$ cat src/hdl/dtvcc_pkg.sv
// Shared types, constants and code tables for the caption service stream checker.
// No dependencies; imported by every module of the block.
`timescale 1ns / 1ps

package dtvcc_pkg;

  localparam int unsigned LOSS_COUNTER_BITS = 16;
  localparam int unsigned LOSS_OUT_BITS     = 16;

  localparam int unsigned ROWS_W   = 5;
  localparam int unsigned COLS_W   = 7;
  localparam int unsigned ANCHOR_W = 4;
  localparam int unsigned CFG_IDX_W  = 2;
  localparam int unsigned CFG_DATA_W = 7;

  localparam logic [ROWS_W-1:0]   ROWS_RESET   = 5'd12;
  localparam logic [COLS_W-1:0]   COLS_RESET   = 7'd42;
  localparam logic [ANCHOR_W-1:0] ANCHOR_RESET = 4'd8;

  // Byte codes of the caption code sets.
  localparam logic [7:0] CODE_EXT1       = 8'h10;
  localparam logic [7:0] CODE_C0_LAST    = 8'h1F;
  localparam logic [7:0] CODE_C0_SHORT   = 8'h0F;
  localparam logic [7:0] CODE_P16        = 8'h17;
  localparam logic [7:0] CODE_EXT_C0_1   = 8'h07;
  localparam logic [7:0] CODE_G0_LAST    = 8'h7F;
  localparam logic [7:0] CODE_C1_FIRST   = 8'h80;
  localparam logic [7:0] CODE_C3_FIX4    = 8'h87;
  localparam logic [7:0] CODE_C3_FIX5    = 8'h8F;
  localparam logic [7:0] CODE_C1_LAST    = 8'h9F;
  localparam logic [7:0] CODE_VAR_FIRST  = 8'h90;
  localparam logic [7:0] CODE_DEFWIN_LO  = 8'h98;
  localparam logic [7:0] CODE_G3_CC      = 8'hA0;
  localparam logic [7:0] CODE_NUL        = 8'h00;
  localparam logic [7:0] CODE_ETX        = 8'h03;
  localparam logic [7:0] CODE_BS         = 8'h08;
  localparam logic [7:0] CODE_FF         = 8'h0C;
  localparam logic [7:0] CODE_CR         = 8'h0D;
  localparam logic [7:0] CODE_HCR        = 8'h0E;

  localparam logic [2:0] SERVICE_EXTENDED = 3'd7;

  // Parameter bytes left in a DefineWindow when the anchor/rows byte
  // and the column byte arrive.
  localparam logic [4:0] DEFWIN_LEFT_ANCHOR = 5'd3;
  localparam logic [4:0] DEFWIN_LEFT_COLS   = 5'd2;

  typedef enum logic [CFG_IDX_W-1:0] {
    CFG_MAX_ROWS   = 2'd0,
    CFG_MAX_COLS   = 2'd1,
    CFG_MAX_ANCHOR = 2'd2
  } cfg_idx_e;

  typedef struct packed {
    logic [ROWS_W-1:0]   max_rows;
    logic [COLS_W-1:0]   max_cols;
    logic [ANCHOR_W-1:0] max_anchor;
  } cfg_t;

  // Command walker state carried from byte to byte.
  typedef struct packed {
    logic [4:0] cmd_left;
    logic [7:0] cmd_code;
    logic       ext_seen;
    logic       cmd_ext;
    logic       len_pending;
  } walk_t;

  typedef struct packed {
    logic ctl;
    logic chr;
    logic pos;
    logic size;
  } walk_flags_t;

  typedef struct packed {
    logic                     seq_flag;
    logic [LOSS_OUT_BITS-1:0] loss_count;
  } hdr_res_t;

  // Parameter byte count that follows a C1 code (command length minus one).
  function automatic logic [2:0] c1_params(input logic [4:0] idx);
    logic [2:0] n;
    case (idx)
      5'h08, 5'h09, 5'h0A, 5'h0B, 5'h0C, 5'h0D: n = 3'd1;
      5'h10, 5'h12:                             n = 3'd2;
      5'h11:                                    n = 3'd3;
      5'h17:                                    n = 3'd4;
      5'h18, 5'h19, 5'h1A, 5'h1B,
      5'h1C, 5'h1D, 5'h1E, 5'h1F:               n = 3'd6;
      default:                                  n = 3'd0;
    endcase
    return n;
  endfunction

  // True for the G2 codes that carry a character.
  function automatic logic g2_used(input logic [7:0] b);
    logic u;
    case (b)
      8'h20, 8'h21, 8'h25, 8'h2A, 8'h2C,
      8'h30, 8'h31, 8'h32, 8'h33, 8'h34, 8'h35,
      8'h39, 8'h3A, 8'h3C, 8'h3D, 8'h3F,
      8'h76, 8'h77, 8'h78, 8'h79, 8'h7A,
      8'h7B, 8'h7C, 8'h7D, 8'h7E, 8'h7F: u = 1'b1;
      default:                           u = 1'b0;
    endcase
    return u;
  endfunction

endpackage

$ cat src/hdl/dtvcc_byte_walk.sv
// Walks one service block byte through the command parser and flags errors.
// Purely combinational; depends on dtvcc_pkg.
`timescale 1ns / 1ps

module dtvcc_byte_walk
  import dtvcc_pkg::*;
(
  input  logic [7:0]  byte_i,
  input  walk_t       st_i,
  input  cfg_t        cfg_i,
  output walk_t       st_o,
  output walk_flags_t flags_o
);

  logic [4:0] left_v;
  logic [5:0] rows_v;
  logic [6:0] cols_v;

  always_comb begin
    st_o    = st_i;
    flags_o = '0;
    left_v  = st_i.cmd_left;
    rows_v  = {2'b00, byte_i[3:0]} + 6'd1;
    cols_v  = {1'b0, byte_i[5:0]} + 7'd1;
    if (st_i.cmd_left == 5'd0) begin
      st_o.cmd_code = byte_i;
      st_o.cmd_ext  = st_i.ext_seen;
      if (byte_i == CODE_EXT1) begin
        st_o.ext_seen = 1'b1;
      end else if (byte_i <= CODE_C0_LAST) begin
        if (st_i.ext_seen) begin
          if (byte_i <= CODE_EXT_C0_1) begin
            st_o.cmd_left = 5'd0;
          end else if (byte_i <= CODE_C0_SHORT) begin
            st_o.cmd_left = 5'd1;
          end else if (byte_i <= CODE_P16) begin
            st_o.cmd_left = 5'd2;
          end else begin
            st_o.cmd_left = 5'd3;
          end
        end else if (byte_i <= CODE_C0_SHORT) begin
          if (!(byte_i == CODE_NUL || byte_i == CODE_ETX || byte_i == CODE_BS ||
                byte_i == CODE_FF || byte_i == CODE_CR || byte_i == CODE_HCR)) begin
            flags_o.ctl = 1'b1;
          end
          st_o.cmd_left = 5'd0;
        end else if (byte_i < CODE_P16) begin
          st_o.cmd_left = 5'd1;
        end else begin
          st_o.cmd_left = 5'd2;
        end
        st_o.ext_seen = 1'b0;
      end else if (byte_i <= CODE_G0_LAST) begin
        flags_o.chr   = st_i.ext_seen && !g2_used(byte_i);
        st_o.cmd_left = 5'd0;
        st_o.ext_seen = 1'b0;
      end else if (byte_i <= CODE_C1_LAST) begin
        if (st_i.ext_seen) begin
          if (byte_i == CODE_C1_FIRST) begin
            flags_o.ctl = 1'b1;
          end else if (byte_i <= CODE_C3_FIX4) begin
            st_o.cmd_left = 5'd4;
          end else if (byte_i <= CODE_C3_FIX5) begin
            st_o.cmd_left = 5'd5;
          end else begin
            st_o.cmd_left    = 5'd1;
            st_o.len_pending = 1'b1;
          end
        end else begin
          st_o.cmd_left = {2'b00, c1_params(byte_i[4:0])};
        end
        st_o.ext_seen = 1'b0;
      end else begin
        flags_o.chr   = st_i.ext_seen && (byte_i != CODE_G3_CC);
        st_o.cmd_left = 5'd0;
        st_o.ext_seen = 1'b0;
      end
    end else begin
      if (st_i.cmd_code >= CODE_DEFWIN_LO && !st_i.cmd_ext) begin
        // DefineWindow: anchor/row byte, then the column byte.
        if (st_i.cmd_left == DEFWIN_LEFT_ANCHOR) begin
          flags_o.pos  = byte_i[7:4] > cfg_i.max_anchor;
          flags_o.size = rows_v > {1'b0, cfg_i.max_rows};
        end else if (st_i.cmd_left == DEFWIN_LEFT_COLS) begin
          flags_o.size = cols_v > cfg_i.max_cols;
        end
      end else if (st_i.cmd_code >= CODE_VAR_FIRST && st_i.cmd_code <= CODE_C1_LAST &&
                   st_i.cmd_ext && st_i.len_pending) begin
        left_v           = byte_i[4:0];
        st_o.len_pending = 1'b0;
      end
      st_o.cmd_left = (left_v != 5'd0) ? left_v - 5'd1 : 5'd0;
    end
  end

endmodule

$ cat config.mk
export PLATFORM = sky130hd
export DESIGN_NAME = dtvcc_byte_walk
export DESIGN_NICKNAME = d
export VERILOG_FILES = /design/src/hdl/dtvcc_pkg.sv /design/src/hdl/dtvcc_byte_walk.sv
export SDC_FILE = /design/constraint.sdc
export NUM_CORES = 1
export LEC_CHECK = 0
export BUFFER_PORTS_ARGS = -buffer_cell sky130_fd_sc_hd__buf_2
export CAP_MARGIN = 20
export CORE_MARGIN = 1
export CORE_UTILIZATION = 51
export DETAILED_ROUTE_END_ITERATION = 7
export GPL_TIMING_DRIVEN = 1
export PLACE_DENSITY = 0.94
export SETUP_SLACK_MARGIN = 0.5
export SLEW_MARGIN = 20
export SYNTH_ARGS = -nofsm -noshare
export SYNTH_HDL_FRONTEND = slang
export SYNTH_SLANG_ARGS = --single-unit
$ cat constraint.sdc
create_clock -name vclk -period 1.98
set_input_delay 0 -clock vclk [all_inputs]
set_output_delay 0 -clock vclk [all_outputs]
set_load 0.005 [all_outputs]
==> flow_summary.toml <==
[setup_path]
worst_setup_path_start_kind = "input pin"
critPathRequiredTime_ns = 1.98
cpPeakStageDelay_ns = 0.29
arrival_ns = 1.70
crit_buf_inv = 3
path_cells = "buf_12 > ha_4 > inv_1 > ha_4 > ha_4 > nand3b_1 > a21o_1 > a211oi_2 > o21a_1 > buf_2"
endpoint_kind = "output pin"
crit_type = "input pin to output pin"
critPathTopFamily = "adder cells"
cpMostUsedCell = "ha_4"
crit_fanout = 3
slowest_stage = "ha_4"

[global_route]
grtUsageMet2_pct = 57.00
grt_use_total_pct = 30.41
grt_use_met3_pct = 2.260
overflow = 0
grtUsageMet1_pct = 35.43
grt_max_degree = 22
grt_antenna_before_repair = 0
grt_pass1_vias = 1581
top_usage_layer = "met2"
grt_pass1_wl_um = 6665

[yosys]
yosysMostFrequentCell = "nand2_1"
seq_area_frac_synth_pct = 0
synth_fp_nets = 269
ys_types = 51
yosysWarnings = 0
synth.top_cells.by_count = "34 x nand2_1, 23 x ha_1, 19 x inv_1"
synth_area_leaders = "ha_1 21%, nand2_1 9.4%, o21ai_0 5.9%"
synthDominantCellAreaShare_pct = 21.12
synth_cells = 206
synth_top_cell_by_area = "ha_1"
synthesis.area_um2 = 1363
syn_area_per_cell_um2 = 6.614

[finish]
fin_nets = 335
n_antenna_cell = 0
clkbuf_count = 0
regArea_um2 = 0
flops_and_latches = 0
syn2layout_area_growth_pct = 52.98
final_cell_area_um2 = 2085
post-route-util_pct = 83.38
drive_gt1_share_pct = 40.74

[floorplan]
ioPinCount = 60
rows = 18
die_x_um = 53.69
initial_core_util_pct = 54.50
die_h_um = 53.69
coreArea_um2 = 2500
die_area_um2 = 2883

[detailed_routing]
vias = 1970
route.detailed.drc = 0
post_drt_wl_per_cell_um = 18.90
firstDrtPassIters = 5
ant_nets = 0
wl_um = 5669
drt_iter0_drc = 106
via_per_inst = 6.567

[place]
dpl-instance-area_um2 = 1674
dp_hpwl_um = 3025
portBuffers = 60
gp_congestion = 0.8621

[timing]
hold_viol_final = 0
tns_ns = 0
post-route-min-period_ns = 1.701
slew_headroom_pct = 67.25
slew_violations = 0
worst_slew_pin_slew_ns = 0.4789
setup_violations = 0
rsz0062_at_grt = "true"
finalCritPeriodShare_pct = 85.92
max_clock_freq_mhz = 587.8

[power_and_ir_drop]
leakage_uw = 0.0009900
max-vdd-ir-drop_uv = 185.9
p_per_area_nw_per_um2 = 222.5

[status]
outcome = "finished clean"

[hold_path]
hold_class = "input pin to output pin"

[run]
maxCapViolCount = 0
layout by cell type, fill, tap and decap left out, types with 4 or more instances in the layout:
cell | Yosys | layout
a21o_1 | 5 | 5
nand3_1 | 14 | 12
nor3_1 | 5 | 4
buf_12 | 0 | 4
buf_4 | 1 | 13
ha_1 | 23 | 14
o21ai_0 | 16 | 16
nor2_1 | 6 | 6
ha_4 | 0 | 8
o21a_1 | 4 | 4
a21oi_1 | 10 | 10
buf_2 | 4 | 56
nand2_1 | 34 | 31
inv_1 | 19 | 16
repair_timing:
item | CTS | global route
gates resized for setup | 22 | 36
hold buffers | 0 | 0
setup buffers | 0 | 7
gates cloned | 0 | 2
pin swaps | 6 | 13
setup endpoints to repair | 5 | 4
final cells by class:
type | instances | area (um^2)
multi-input cells | 173 | 1420
repair buffers | 77 | 538.0
fillers | 144 | 415.4
inverters | 20 | 88.84
well taps | 30 | 37.54
logic make-up after synthesis:
family	after synthesis	synth area share (%)
and+or+nand+nor	82	31.22
xor gates and xnor gates	4	2.572
adders and majority gates	23	21.12
muxes	3	3.214
buffers and inverters	33	11.94
AOI/OAI and AO/OA	61	29.94
path summary, 6_finish.rpt:
kind	start	end	slack, ns	depth (start not counted)
min	st_i[5]	st_o[5]	0.26	4
max	byte_i[0]	flags_o[0]	0.28	10
routing by layer:
layer / vias to the layer above / wire length (um)
met5: - / 0
met1: 903 / 2063
met4: 0 / 390
li1: 886 / -
met3: 41 / 455
met2: 140 / 2759
metrics by stage:
stage	hold slack, ns	setup slack (ns)	cells	total power (uW)
global route	0.3147	0.2595	300	495.3
finish	0.2644	0.2789	300	463.8
floorplan	0.08498	0.5026	206	201.0
detailed placement	0.2694	0.1997	291	316.1
global placement	0.2628	0.2299	291	303.8
CTS	0.2699	0.3494	291	344.9
power by group:
group | total (uW) | switching, uW | internal, uW
logic | 464 | 242 | 222
registers | 0 | 0 | 0
clock network | 0 | 0 | 0
total | 464 | 242 | 222
(Power assumes the default switching activity.)
